===== src/rtl/lkv_pkg.sv =====
// Shared widths, operation codes and bundle types for the LRU key-value cache.
`timescale 1ns / 1ps

package lkv_pkg;

    // Default geometry
    localparam int DEF_ENTRIES    = 16;
    localparam int DEF_KEY_BITS   = 64;
    localparam int DEF_VALUE_BITS = 32;

    // Stream field widths
    localparam int FUNC_W    = 2;
    localparam int IN_KEY_W  = 64;
    localparam int IN_VAL_W  = 32;
    localparam int OUT_VAL_W = 32;
    localparam int OUT_KEY_W = 64;
    localparam int OCC_W     = 5;
    localparam int IN_DATA_W  = 104;
    localparam int OUT_DATA_W = 104;

    // Capacity register
    localparam int              CAP_W     = 5;
    localparam logic [CAP_W-1:0] CAP_RESET = 5'd16;

    // Operation codes
    localparam logic [FUNC_W-1:0] FUNC_GET = 2'd0;
    localparam logic [FUNC_W-1:0] FUNC_PUT = 2'd1;
    localparam logic [FUNC_W-1:0] FUNC_DEL = 2'd2;

    // Write enables into the entry store
    typedef struct packed {
        logic key_we;
        logic val_we;
        logic rank_we;
    } lkv_wr_t;

    // One result, packed with hit in the lowest bit
    typedef struct packed {
        logic [OCC_W-1:0]     occupancy;
        logic [OUT_KEY_W-1:0] evicted_key;
        logic                 evicted;
        logic [OUT_VAL_W-1:0] read_value;
        logic                 hit;
    } lkv_result_t;

endpackage


===== src/rtl/lkv_store.sv =====
// Entry store: key, value and recency-rank memories with registered reads.
`timescale 1ns / 1ps

module lkv_store
    import lkv_pkg::*;
#(
    parameter int   ENTRIES    = DEF_ENTRIES,
    parameter int   KEY_BITS   = DEF_KEY_BITS,
    parameter int   VALUE_BITS = DEF_VALUE_BITS,
    localparam int  IDX_W      = $clog2(ENTRIES)
)
(
    input  logic                  clk,
    input  logic [IDX_W-1:0]      rd_addr,
    input  lkv_wr_t               wr,
    input  logic [IDX_W-1:0]      wr_addr,
    input  logic [KEY_BITS-1:0]   wr_key,
    input  logic [VALUE_BITS-1:0] wr_val,
    input  logic [IDX_W-1:0]      wr_rank,
    output logic [KEY_BITS-1:0]   rd_key,
    output logic [VALUE_BITS-1:0] rd_val,
    output logic [IDX_W-1:0]      rd_rank
);

    logic [KEY_BITS-1:0]   key_mem  [ENTRIES];
    logic [VALUE_BITS-1:0] val_mem  [ENTRIES];
    logic [IDX_W-1:0]      rank_mem [ENTRIES];

    logic [KEY_BITS-1:0]   rd_key_reg;
    logic [VALUE_BITS-1:0] rd_val_reg;
    logic [IDX_W-1:0]      rd_rank_reg;

    // Write one port, read one port, read data registered
    always_ff @(posedge clk)
    begin
        if (wr.key_we)
        begin
            key_mem[wr_addr] <= wr_key;
        end
        if (wr.val_we)
        begin
            val_mem[wr_addr] <= wr_val;
        end
        if (wr.rank_we)
        begin
            rank_mem[wr_addr] <= wr_rank;
        end
        rd_key_reg  <= key_mem[rd_addr];
        rd_val_reg  <= val_mem[rd_addr];
        rd_rank_reg <= rank_mem[rd_addr];
    end

    assign rd_key  = rd_key_reg;
    assign rd_val  = rd_val_reg;
    assign rd_rank = rd_rank_reg;

endmodule


===== src/rtl/lkv_engine.sv =====
// Sequencer that sweeps the entry store through one shared key comparator.
`timescale 1ns / 1ps

module lkv_engine
    import lkv_pkg::*;
#(
    parameter int ENTRIES    = DEF_ENTRIES,
    parameter int KEY_BITS   = DEF_KEY_BITS,
    parameter int VALUE_BITS = DEF_VALUE_BITS
)
(
    input  logic                 clk,
    input  logic                 rst_n,
    input  logic                 in_start,
    input  logic [FUNC_W-1:0]    in_func,
    input  logic [IN_KEY_W-1:0]  in_key,
    input  logic [IN_VAL_W-1:0]  in_value,
    input  logic [CAP_W-1:0]     cap,
    output logic                 in_ready,
    output logic                 res_valid,
    input  logic                 res_ready,
    output lkv_result_t          res
);

    localparam int IDX_W = $clog2(ENTRIES);
    localparam int CNT_W = $clog2(ENTRIES + 1);
    localparam int CMP_W = (CNT_W > CAP_W) ? CNT_W : CAP_W;

    typedef enum logic [2:0] {
        ST_IDLE,
        ST_SEARCH,
        ST_DECIDE,
        ST_UPDATE,
        ST_COMMIT,
        ST_DONE
    } state_t;

    // Control state
    state_t               state_reg, state_next;
    logic [CNT_W-1:0]     cnt_reg, cnt_next;
    logic [ENTRIES-1:0]   valid_reg, valid_next;
    logic [CNT_W-1:0]     count_reg, count_next;

    // Request and scan payload
    logic [FUNC_W-1:0]     func_reg, func_next;
    logic [KEY_BITS-1:0]   key_reg, key_next;
    logic [VALUE_BITS-1:0] val_reg, val_next;
    logic                  hit_reg, hit_next;
    logic [IDX_W-1:0]      slot_reg, slot_next;
    logic [IDX_W-1:0]      rank_s_reg, rank_s_next;
    logic [VALUE_BITS-1:0] rd_val_reg, rd_val_next;
    logic                  old_found_reg, old_found_next;
    logic [IDX_W-1:0]      old_idx_reg, old_idx_next;
    logic [IDX_W-1:0]      old_rank_reg, old_rank_next;
    logic [KEY_BITS-1:0]   old_key_reg, old_key_next;
    logic                  free_found_reg, free_found_next;
    logic [IDX_W-1:0]      free_idx_reg, free_idx_next;
    logic                  evict_reg, evict_next;
    logic                  mode_inc_reg, mode_inc_next;
    logic                  mode_dec_reg, mode_dec_next;
    logic                  tgt_en_reg, tgt_en_next;
    logic [IDX_W-1:0]      tgt_reg, tgt_next;
    logic [CNT_W-1:0]      thr_reg, thr_next;
    lkv_result_t           res_reg, res_next;

    // Store interface
    logic [IDX_W-1:0]      rd_addr;
    lkv_wr_t               wr;
    logic [IDX_W-1:0]      wr_addr;
    logic [IDX_W-1:0]      wr_rank;
    logic [KEY_BITS-1:0]   rd_key;
    logic [VALUE_BITS-1:0] rd_val;
    logic [IDX_W-1:0]      rd_rank;

    // Helpers
    logic [CNT_W-1:0]      cnt_dec;
    logic [IDX_W-1:0]      proc_idx;
    logic                  proc_valid;
    logic                  cnt_last;
    logic                  key_eq;
    logic [CNT_W-1:0]      rank_wide;
    logic [CMP_W-1:0]      cap_wide;
    logic [CMP_W-1:0]      cap_eff;
    logic                  full;
    logic [IN_VAL_W+VALUE_BITS-1:0]  in_val_ext;
    logic [VALUE_BITS+OUT_VAL_W-1:0] rd_val_ext;
    logic [KEY_BITS+OUT_KEY_W-1:0]   old_key_ext;
    logic [CNT_W+OCC_W-1:0]          occ_ext;

    lkv_store #(
        .ENTRIES    (ENTRIES),
        .KEY_BITS   (KEY_BITS),
        .VALUE_BITS (VALUE_BITS)
    ) u_store (
        .clk     (clk),
        .rd_addr (rd_addr),
        .wr      (wr),
        .wr_addr (wr_addr),
        .wr_key  (key_reg),
        .wr_val  (val_reg),
        .wr_rank (wr_rank),
        .rd_key  (rd_key),
        .rd_val  (rd_val),
        .rd_rank (rd_rank)
    );

    // Sweep position: read slot cnt, process slot cnt-1
    assign cnt_dec    = cnt_reg - CNT_W'(1);
    assign proc_idx   = cnt_dec[IDX_W-1:0];
    assign proc_valid = valid_reg[proc_idx];
    assign cnt_last   = (cnt_reg == CNT_W'(ENTRIES));
    assign rd_addr    = (cnt_reg < CNT_W'(ENTRIES)) ? cnt_reg[IDX_W-1:0] : '0;

    // Shared key comparator
    assign key_eq    = (rd_key == key_reg);
    assign rank_wide = CNT_W'(rd_rank);

    // Clamp capacity to 1..ENTRIES
    assign cap_wide = CMP_W'(cap);
    always_comb
    begin
        if (cap_wide == '0)
        begin
            cap_eff = CMP_W'(1);
        end
        else if (cap_wide > CMP_W'(ENTRIES))
        begin
            cap_eff = CMP_W'(ENTRIES);
        end
        else
        begin
            cap_eff = cap_wide;
        end
    end
    assign full = (CMP_W'(count_reg) >= cap_eff);

    // Width adaption of fields
    assign in_val_ext  = {{VALUE_BITS{1'b0}}, in_value};
    assign rd_val_ext  = {{OUT_VAL_W{1'b0}}, rd_val_reg};
    assign old_key_ext = {{OUT_KEY_W{1'b0}}, old_key_reg};
    assign occ_ext     = {{OCC_W{1'b0}}, count_next};

    always_comb
    begin
        state_next      = state_reg;
        cnt_next        = cnt_reg;
        valid_next      = valid_reg;
        count_next      = count_reg;
        func_next       = func_reg;
        key_next        = key_reg;
        val_next        = val_reg;
        hit_next        = hit_reg;
        slot_next       = slot_reg;
        rank_s_next     = rank_s_reg;
        rd_val_next     = rd_val_reg;
        old_found_next  = old_found_reg;
        old_idx_next    = old_idx_reg;
        old_rank_next   = old_rank_reg;
        old_key_next    = old_key_reg;
        free_found_next = free_found_reg;
        free_idx_next   = free_idx_reg;
        evict_next      = evict_reg;
        mode_inc_next   = mode_inc_reg;
        mode_dec_next   = mode_dec_reg;
        tgt_en_next     = tgt_en_reg;
        tgt_next        = tgt_reg;
        thr_next        = thr_reg;
        res_next        = res_reg;
        wr              = '0;
        wr_addr         = proc_idx;
        wr_rank         = '0;

        unique case (state_reg)
            ST_IDLE:
            begin
                // Take the request and arm the scan
                if (in_start)
                begin
                    func_next       = in_func;
                    key_next        = in_key[KEY_BITS-1:0];
                    val_next        = in_val_ext[VALUE_BITS-1:0];
                    hit_next        = 1'b0;
                    rd_val_next     = '0;
                    old_found_next  = 1'b0;
                    free_found_next = 1'b0;
                    cnt_next        = '0;
                    state_next      = ST_SEARCH;
                end
            end

            ST_SEARCH:
            begin
                // Look for the key, the oldest entry and the first free slot
                if (cnt_reg != '0)
                begin
                    if (proc_valid && key_eq)
                    begin
                        hit_next    = 1'b1;
                        slot_next   = proc_idx;
                        rank_s_next = rd_rank;
                        rd_val_next = rd_val;
                    end
                    if (proc_valid && (!old_found_reg || rd_rank > old_rank_reg))
                    begin
                        old_found_next = 1'b1;
                        old_idx_next   = proc_idx;
                        old_rank_next  = rd_rank;
                        old_key_next   = rd_key;
                    end
                    if (!proc_valid && !free_found_reg)
                    begin
                        free_found_next = 1'b1;
                        free_idx_next   = proc_idx;
                    end
                end
                if (cnt_last)
                begin
                    state_next = ST_DECIDE;
                end
                else
                begin
                    cnt_next = cnt_reg + CNT_W'(1);
                end
            end

            ST_DECIDE:
            begin
                // Choose how the recency ranks move
                cnt_next      = '0;
                evict_next    = 1'b0;
                mode_inc_next = 1'b0;
                mode_dec_next = 1'b0;
                tgt_en_next   = 1'b0;
                case (func_reg)
                    FUNC_GET:
                    begin
                        if (hit_reg)
                        begin
                            mode_inc_next = 1'b1;
                            tgt_en_next   = 1'b1;
                            tgt_next      = slot_reg;
                            thr_next      = CNT_W'(rank_s_reg);
                        end
                    end
                    FUNC_PUT:
                    begin
                        mode_inc_next = 1'b1;
                        tgt_en_next   = 1'b1;
                        if (hit_reg)
                        begin
                            tgt_next = slot_reg;
                            thr_next = CNT_W'(rank_s_reg);
                        end
                        else if (full)
                        begin
                            evict_next = 1'b1;
                            thr_next   = CNT_W'(old_rank_reg);
                            if (free_found_reg && free_idx_reg < old_idx_reg)
                            begin
                                tgt_next = free_idx_reg;
                            end
                            else
                            begin
                                tgt_next = old_idx_reg;
                            end
                        end
                        else
                        begin
                            thr_next = count_reg;
                            tgt_next = free_idx_reg;
                        end
                    end
                    FUNC_DEL:
                    begin
                        if (hit_reg)
                        begin
                            mode_dec_next = 1'b1;
                            thr_next      = CNT_W'(rank_s_reg);
                        end
                    end
                    default:
                    begin
                    end
                endcase
                if (((func_reg == FUNC_GET) || (func_reg == FUNC_DEL)) && hit_reg
                    || (func_reg == FUNC_PUT))
                begin
                    state_next = ST_UPDATE;
                end
                else
                begin
                    state_next = ST_COMMIT;
                end
            end

            ST_UPDATE:
            begin
                // Rewrite each rank behind the read
                if (cnt_reg != '0)
                begin
                    if (tgt_en_reg && proc_idx == tgt_reg)
                    begin
                        wr.rank_we = 1'b1;
                        wr_rank    = '0;
                    end
                    else if (proc_valid && mode_inc_reg && rank_wide < thr_reg)
                    begin
                        wr.rank_we = 1'b1;
                        wr_rank    = rd_rank + IDX_W'(1);
                    end
                    else if (proc_valid && mode_dec_reg && rank_wide > thr_reg)
                    begin
                        wr.rank_we = 1'b1;
                        wr_rank    = rd_rank - IDX_W'(1);
                    end
                end
                if (cnt_last)
                begin
                    state_next = ST_COMMIT;
                end
                else
                begin
                    cnt_next = cnt_reg + CNT_W'(1);
                end
            end

            ST_COMMIT:
            begin
                // Apply key, value and valid changes and form the result
                case (func_reg)
                    FUNC_PUT:
                    begin
                        wr.val_we = 1'b1;
                        if (hit_reg)
                        begin
                            wr_addr = slot_reg;
                        end
                        else
                        begin
                            wr.key_we = 1'b1;
                            wr_addr   = tgt_reg;
                            if (evict_reg)
                            begin
                                valid_next[old_idx_reg] = 1'b0;
                            end
                            else
                            begin
                                count_next = count_reg + CNT_W'(1);
                            end
                            valid_next[tgt_reg] = 1'b1;
                        end
                    end
                    FUNC_DEL:
                    begin
                        if (hit_reg)
                        begin
                            valid_next[slot_reg] = 1'b0;
                            count_next           = count_reg - CNT_W'(1);
                        end
                    end
                    default:
                    begin
                    end
                endcase
                res_next.hit        = hit_reg && (func_reg == FUNC_GET
                                                  || func_reg == FUNC_PUT
                                                  || func_reg == FUNC_DEL);
                res_next.read_value = (func_reg == FUNC_GET && hit_reg)
                                      ? rd_val_ext[OUT_VAL_W-1:0] : '0;
                res_next.evicted    = evict_reg;
                res_next.evicted_key = evict_reg ? old_key_ext[OUT_KEY_W-1:0] : '0;
                res_next.occupancy  = occ_ext[OCC_W-1:0];
                state_next          = ST_DONE;
            end

            ST_DONE:
            begin
                // Hold the result until the output stage takes it
                if (res_ready)
                begin
                    state_next = ST_IDLE;
                end
            end

            default:
            begin
                state_next = ST_IDLE;
            end
        endcase
    end

    // Control state and registered handshake
    always_ff @(posedge clk or negedge rst_n)
    begin
        if (!rst_n)
        begin
            state_reg <= ST_IDLE;
            cnt_reg   <= '0;
            valid_reg <= '0;
            count_reg <= '0;
        end
        else
        begin
            state_reg <= state_next;
            cnt_reg   <= cnt_next;
            valid_reg <= valid_next;
            count_reg <= count_next;
        end
    end

    // Payload registers
    always_ff @(posedge clk)
    begin
        func_reg       <= func_next;
        key_reg        <= key_next;
        val_reg        <= val_next;
        hit_reg        <= hit_next;
        slot_reg       <= slot_next;
        rank_s_reg     <= rank_s_next;
        rd_val_reg     <= rd_val_next;
        old_found_reg  <= old_found_next;
        old_idx_reg    <= old_idx_next;
        old_rank_reg   <= old_rank_next;
        old_key_reg    <= old_key_next;
        free_found_reg <= free_found_next;
        free_idx_reg   <= free_idx_next;
        evict_reg      <= evict_next;
        mode_inc_reg   <= mode_inc_next;
        mode_dec_reg   <= mode_dec_next;
        tgt_en_reg     <= tgt_en_next;
        tgt_reg        <= tgt_next;
        thr_reg        <= thr_next;
        res_reg        <= res_next;
    end

    assign in_ready  = (state_reg == ST_IDLE);
    assign res_valid = (state_reg == ST_DONE);
    assign res       = res_reg;

endmodule


===== src/rtl/lru_key_value_cache_unit.sv =====
// Top level of the LRU key-value cache: stream ports, capacity register, output stage.
`timescale 1ns / 1ps

// Fully associative key-value cache of ENTRIES slots with least-recently-used
// replacement. Each request on the slave stream is a get, put or delete; each
// produces exactly one result on the master stream. A request walks the whole
// store through one key comparator in a search sweep and, when recency
// changes, walks it again in a rank rewrite sweep, both through the single
// read port of the entry memories; the input is not taken again until the
// result has left the engine. A finished result sits in the output register
// while the next request is already being searched. Capacity (1..ENTRIES, 0
// reads as 1, larger values as ENTRIES) must be written by the user only while
// the block is idle; the block itself does not enforce this.

module lru_key_value_cache_unit
    import lkv_pkg::*;
#(
    parameter int ENTRIES    = DEF_ENTRIES,
    parameter int KEY_BITS   = DEF_KEY_BITS,
    parameter int VALUE_BITS = DEF_VALUE_BITS
)
(
    input  logic                  clk,
    input  logic                  rst_n,
    // func [1:0], key [65:2], value [97:66], zero fill [103:98]
    input  logic [IN_DATA_W-1:0]  s_axis_tdata,
    input  logic                  s_axis_tvalid,
    output logic                  s_axis_tready,
    // hit [0], read_value [32:1], evicted [33], evicted_key [97:34],
    // occupancy [102:98], zero fill [103]
    output logic [OUT_DATA_W-1:0] m_axis_tdata,
    output logic                  m_axis_tvalid,
    input  logic                  m_axis_tready,
    input  logic [CAP_W-1:0]      cfg_data,
    input  logic                  cfg_valid,
    output logic                  cfg_ready
);

    logic [CAP_W-1:0] cap_reg;
    logic             m_valid_reg;
    lkv_result_t      m_data_reg;

    logic             eng_ready;
    logic             res_valid;
    logic             res_ready;
    lkv_result_t      res;

    // Capacity register
    assign cfg_ready = 1'b1;
    always_ff @(posedge clk or negedge rst_n)
    begin
        if (!rst_n)
        begin
            cap_reg <= CAP_RESET;
        end
        else if (cfg_valid && cfg_ready)
        begin
            cap_reg <= cfg_data;
        end
    end

    lkv_engine #(
        .ENTRIES    (ENTRIES),
        .KEY_BITS   (KEY_BITS),
        .VALUE_BITS (VALUE_BITS)
    ) u_engine (
        .clk       (clk),
        .rst_n     (rst_n),
        .in_start  (s_axis_tvalid && eng_ready),
        .in_func   (s_axis_tdata[FUNC_W-1:0]),
        .in_key    (s_axis_tdata[FUNC_W +: IN_KEY_W]),
        .in_value  (s_axis_tdata[FUNC_W + IN_KEY_W +: IN_VAL_W]),
        .cap       (cap_reg),
        .in_ready  (eng_ready),
        .res_valid (res_valid),
        .res_ready (res_ready),
        .res       (res)
    );

    assign s_axis_tready = eng_ready;

    // Output register: load when empty or being drained
    assign res_ready = !m_valid_reg || m_axis_tready;

    always_ff @(posedge clk or negedge rst_n)
    begin
        if (!rst_n)
        begin
            m_valid_reg <= 1'b0;
        end
        else if (res_valid && res_ready)
        begin
            m_valid_reg <= 1'b1;
        end
        else if (m_axis_tready)
        begin
            m_valid_reg <= 1'b0;
        end
    end

    always_ff @(posedge clk)
    begin
        if (res_valid && res_ready)
        begin
            m_data_reg <= res;
        end
    end

    assign m_axis_tvalid = m_valid_reg;
    assign m_axis_tdata  = {1'b0, m_data_reg};

endmodule


===== config.mk =====
export PLATFORM = sky130hd
export DESIGN_NAME = lru_key_value_cache_unit
export DESIGN_NICKNAME = d
export VERILOG_FILES = /design/src/rtl/lkv_pkg.sv /design/src/rtl/lkv_store.sv /design/src/rtl/lkv_engine.sv /design/src/rtl/lru_key_value_cache_unit.sv
export SDC_FILE = /design/constraint.sdc
export NUM_CORES = 2
export LEC_CHECK = 0
export ABC_AREA = 1
export ABC_CLOCK_PERIOD_IN_PS = 6200
export BUFFER_PORTS_ARGS = -buffer_cell sky130_fd_sc_hd__buf_2
export CAP_MARGIN = 10
export CORE_MARGIN = 1.5
export CORE_UTILIZATION = 55
export CTS_BUF_LIST = sky130_fd_sc_hd__clkbuf_2
export CTS_CLUSTER_DIAMETER = 30
export DETAILED_ROUTE_END_ITERATION = 10
export PLACE_DENSITY = 0.76
export SKIP_CTS_REPAIR_TIMING = 1
export SYNTH_ARGS = -nofsm -noshare
export SYNTH_HDL_FRONTEND = slang
export SYNTH_SLANG_ARGS = --single-unit

===== constraint.sdc =====
create_clock -name clk -period 6.2 [get_ports clk]
set_input_delay 0.93 -clock clk [delete_from_list [all_inputs] [get_ports clk]]
set_output_delay 0.93 -clock clk [all_outputs]
set_load 0.02 [all_outputs]

Word level (Yosys, flattened, before mapping) --
Memories as Yosys holds them, arrays and structs flattened. A register that Yosys moved wholly into a read port is not among the register bits. Cells that the tools add are included.
Word-level totals: register bits after elaboration 470, output and inout bits 107, bits of input ports 114, memories kept 3, memory bits (writable) 1600
Memories:
- u_engine.u_store.key_mem | words 16, bits a word 64, read ports 1, clocked after memory_dff 1, write ports 1, line lkv_store.sv:25 | logic [KEY_BITS-1:0] key_mem [ENTRIES];
- u_engine.u_store.val_mem | words 16, bits a word 32, read ports 1, clocked after memory_dff 1, write ports 1, line lkv_store.sv:26 | logic [VALUE_BITS-1:0] val_mem [ENTRIES];
- u_engine.u_store.rank_mem | words 16, bits a word 4, read ports 1, clocked after memory_dff 1, write ports 1, line lkv_store.sv:27 | logic [IDX_W-1:0] rank_mem [ENTRIES];
Operators by class: muxes and demuxes 81, bitwise logic cells 6, magnitude comparators 14, $add $sub $neg 6, reduce and logical (&&, ||, !) cells 52, equal/unequal tests 22
Operator list (count):
- two-way mux 16 bit | 6
- two-way mux 32 bit | 3
- == test 64 bit | 1
- one-hot mux 32 bit (2 select lines) | 1
- two-way mux 5 bit | 11
- two-way mux 4 bit | 12
- AND 16 bit | 2
- inverter 16 bit | 2
- one-hot mux 16 bit (2 select lines) | 1
- two-way mux 1 bit | 27
- less-than comparator 4 x 5 -> 1 bit, second input constant | 4
- inequality test 2 x 1 -> 1 bit, second input constant | 10
- one-hot mux 5 bit (2 select lines) | 2
- AND reduction 4 bit | 5
- one-hot mux 3 bit (6 select lines) | 1
- logical AND 1 bit | 17
- bitwise OR 16 bit | 1
- two-way mux 3 bit | 5
- one-hot mux 5 bit (3 select lines) | 1
- AND reduction 3 bit | 5
- demux 1 bit (select 4 bit) | 3
- >= comparator 4 x 1 -> 1 bit, second input constant | 3
- adder 5 x 1 -> 5 bit, second input constant | 2
- nonzero test 2 bit | 5
- 32 further kinds | 51

Longest topological paths before layout --
word-level depth 13, mapped depth 15, gate-level depth less buffers 13

Modules after synthesis --
From an unflattened synthesis, not the netlist that was laid out.
Second synthesis, totals: cells, all modules 8230, area, all modules 90325.4 µm²
By module, submodules not included:
- lkv_store | area an instance 71224.6 µm², instances 1, cells each 6619
- lkv_engine | area an instance 15728.8 µm², instances 1, cells each 1475
- lru_key_value_cache_unit | area an instance 3372.0 µm², instances 1, cells each 136

Worst setup path before layout --
No wires, ideal clock.
kind register -> register, start reg u_engine.state_reg[1], end mem u_engine.u_store.key_mem[6][0] (netlist name), enable pin, arrival time 6079 ps, path buffers 0, path slack -365 ps, period minus slack after synthesis 6565 ps, stages on the path, launching flop included 6, path through dfrtp_1 > nor2_2 > nand2_2 > inv_1 > nand2_1 > nor2_1
On the way: longest elaborated chain between the ends 4, elaborated cells on any way between the ends 5, classes of those cells eq/ne: 1; mux: 4
Ends and longest elaborated chain:
- start: declaration | line lkv_engine.sv:39 | state_t state_reg, state_next;
- start signal: assignment | line lkv_engine.sv:404 | state_reg <= state_next;
- == test 3 bit (*) | line lkv_engine.sv:173 | unique case (state_reg)
- two-way mux 2 bit | line lkv_engine.sv:173
- two-way mux 1 bit | line lkv_store.sv:36 | if (wr.key_we)
- two-way mux 1 bit (implied by the code) | line lkv_store.sv:38 | key_mem[wr_addr] <= wr_key;
- end: declaration | line lkv_store.sv:25
Every way passes the cells marked *; elsewhere a longest branch is shown, timed or not.

Final worst setup path --
start reg u_engine.cnt_reg[0], end mem u_engine.u_store.key_mem[12][32] (netlist name), enable pin
On the way: longest elaborated chain between the ends 3
Ends and longest elaborated chain:
- start: declaration | line lkv_engine.sv:40 | logic [CNT_W-1:0] cnt_reg, cnt_next;
- start signal: assignment | line lkv_engine.sv:405 | cnt_reg <= cnt_next;
- subtractor 4 x 1 -> 4 bit (*) | line lkv_engine.sv:108 | assign cnt_dec = cnt_reg - CNT_W'(1);
- named net u_engine.cnt_dec[2] | line lkv_engine.sv:76 | logic [CNT_W-1:0] cnt_dec;
- two-way mux 4 bit | line lkv_engine.sv:330 | case (func_reg)
- two-way mux 4 bit (*) | line lkv_engine.sv:173
Mark *: on every way through the listed nets, which the timed path passes. The rest lies on a longest branch.

==> impl_metrics.ini <==
[run_status]
status = finished clean

[logic_synthesis]
synth_top_area_share_pct = 73.3
synth_nets = 6105
synth_largest_area_cell = edfxtp_1
synth_cells = 5964
synth_edf_count = 2035
synth_area_per_cell_sq_um = 14.0
ys_seq_elements = 2170
ys_warn_count = 0
syn-cell-area_sq_um = 83400
synthArstFlopShare_pct = 1.61
synth_seq_area_share_pct = 76.8
yosys-top-cells-count = edfxtp_1, nor2_1, o21ai_0, nand2_1, or2_2
synth.most_common_cell = edfxtp_1
yosysUniqueCellTypes = 47
synth.area.top_cells = edfxtp_1, o21ai_0, nor2_1, o221ai_1, dfxtp_1
ys.flop_type = edfxtp_1

[clock_tree]
cts.sinks = 2170
clockBufferDepth = 4
htreeDepth = 6
cts.reportedPaths.clkPinSlew_ns = 0.09
cts_root_buf = clkbuf_2
numCtsBuffers = 557
cts_tree = done
clkLatencyLatePin_ns = 1.82

[hold_path]
hold_class = in -> reg
hold_start = s_axis_tdata[62]
hold_path_depth = 2

[pwr]
ir_drop_mv = 0.487
total_power_mw = 38.3
power_density_nw_per_um2 = 407
p_leak_nw = 33.0

[sta]
setup_viol = 0
timing.fmax_mhz = 225
fin_crit_ns = 4.44
final-hold-violation-count = 0
slew_viol_final = 0
fin_crit_sh_pct = 71.6
rsz0062_at_grt = false
worst_slew_margin_rel_pct = 17.1
finClkSkew_ns = 0.196
max_slew.worst_pin.slew_ns = 1.24

[grt]
grt_pass1_vias = 51469
grt_max_degree = 240
grt_pass1_wl_um = 302000
overflow = 0
track_usage_pct = 26.2
antenna_found_initial = 4

[die]
core_sq_um = 150000
placementRows = 142
ios = 221
die_w_um = 392
initial_core_util_pct = 55.5
die-height_um = 392
die_area_sq_um = 154000

[route]
vias = 53255
wl_per_cell_um = 22.5
drt_iter0_drc = 6490
drc = 0
firstDrtPassIters = 6
avgViaCountPerCell = 5.85
finalWirelength_um = 205000
postRouteAntennaNets = 0

[placement]
routabilityCongestion = 0.868
dp_cells = 7920
hpwl_um = 105000
portBuffers = 212

[setup_path]
worstPathCellList = inv_1, ha_1, nand2_1, nand2_1, inv_2, nand2_1, nand2_1, inv_2, nor2_2, nand2_1, nor3_4, buf_4
worst_setup_path_end_kind = flop
required_ns = 7.55
path_max_fanout = 46
startpoint = u_engine.cnt_reg[0]$_DFFE_PN0P_
cp_num_cells = 12
crit_family = simple AND/OR/NAND/NOR gates
reg2reg_from = u_engine.cnt_reg[0]$_DFFE_PN0P_
cpPeakStageDelay_ns = 0.95
worstSetupPathType = reg -> reg
ff2ff_path_depth = 12
crit_path_top_delay_cell = nor3_4
cp.arrival_ns = 5.78
worst-path-buf-inv = 4
start_kind = flop
cpMostUsedCell = nand2_1

[cells_and_area]
multi_input_area_sq_um = 17100
nets = 6825
regMostFlops = u_engine.u_store.key_mem
fin_cells = 9111
largest_reg_flops = 1024
top_regs = u_engine.u_store.key_mem x1024, u_engine.u_store.val_mem x512
seq_area_sq_um = 64000
drive_gt1_share_pct = 22.1
nFillCells = 10858
area_growth_syn_to_layout_pct = 12.7

[run]
maxCapViolations = 0
[final cells by class]
type / instances / share of cell area [%]
sequential: 2170 / 68.1
multi-input combinational: 3174 / 18.2
timing repair buffer: 521 / 4.53
clock buffer: 815 / 4.34
tap: 2016 / 2.68
clock inverter: 150 / 1.09
inverter: 260 / 1.08
antenna: 5 / 0.0133
[where the power goes]
part | leakage, nW | total, mW | internal (mW) | switching, mW
clock | 3.93 | 9.76 | 4.17 | 5.58
sequential | 19.6 | 18.7 | 17.7 | 1.02
combinational | 9.44 | 9.82 | 2.84 | 6.98
total | 33.0 | 38.3 | 24.7 | 13.6
[layout by cell type, fill, tap and decap left out, types with 5 or more instances in the layout]
cell / instances
o22ai_1: 25
nor3_1: 7
or2_2: 314
dfrtp_1: 33
o21ai_1: 12
a21oi_1: 17
buf_2: 212
inv_2: 27
nand4_1: 10
nor2_1: 838
diode_2: 5
clkinv_2: 25
o211ai_1: 38
nor2_4: 28
clkinv_1: 90
nand3_1: 235
o221ai_1: 287
clkbuf_2: 815
bufinv_16: 16
nor2_2: 11
inv_1: 244
dlygate4sd3_1: 220
xor2_1: 34
dfxtp_1: 100
nor3_4: 9
buf_12: 26
xnor2_1: 15
o21ai_0: 744
buf_4: 63
edfxtp_1: 2035
nand2_1: 408
ha_1: 27
o311ai_0: 87
[cells by family (layout without fill, tap and decap cells)]
group / after synthesis / count (layout) / share of synthesized area, %
other cells: 2 / 7 / 0.00901
flops: 2170 / 2170 / 76.8
mux: 1 / 1 / 0.0135
compound gates: 1225 / 1225 / 9.26
buf+inv: 620 / 1746 / 3.13
xor+xnor: 49 / 49 / 0.515
simple gates: 1870 / 1870 / 9.92
fa+ha+maj: 27 / 27 / 0.405
[stage by stage]
step	worst slack, ns	setup TNS, ns	area [sq um]	hold slack (ns)	utilization [%]
final	1.76	0	94000	0.104	62.6
after global routing	1.50	0	94000	0.00495	62.6
after CTS	1.81	0	91700	-0.893	61.1
after detailed placement	1.85	0	86600	0.405	57.7
after global placement	1.90	0	86600	0.400	57.7
after floorplan	-0.365	-163.39	83400	0.400	-
[metal layers]
layer  vias to the layer above  GRT usage, %  part of all wire, %  routed length (um)
met3                       487          6.22                   11               21800
met5                         -             0                    0                   0
met1                     25829          35.9                   39               80700
met4                         0          11.0                  3.1                6450
met2                      3182          40.4                   47               96100
li1                      23757             -                    -                   -
[final timing paths]
kind | to | slack, ns
min in group asynchronous | u_engine.count_reg[0]$_DFF_PN0_ | 0.32
min | u_engine.key_reg[60]$_DFFE_PP_ | 0.10
min reg2reg | m_axis_tdata[96]$_DFFE_PP_ | 0.37
max in group asynchronous | u_engine.count_reg[3]$_DFF_PN0_ | 5.61
max reg2reg | u_engine.u_store.key_mem[12][32]$_DFFE_PP_ | 1.76
max | u_engine.u_store.key_mem[12][32]$_DFFE_PP_ | 1.76
(Power assumes the default switching activity.)
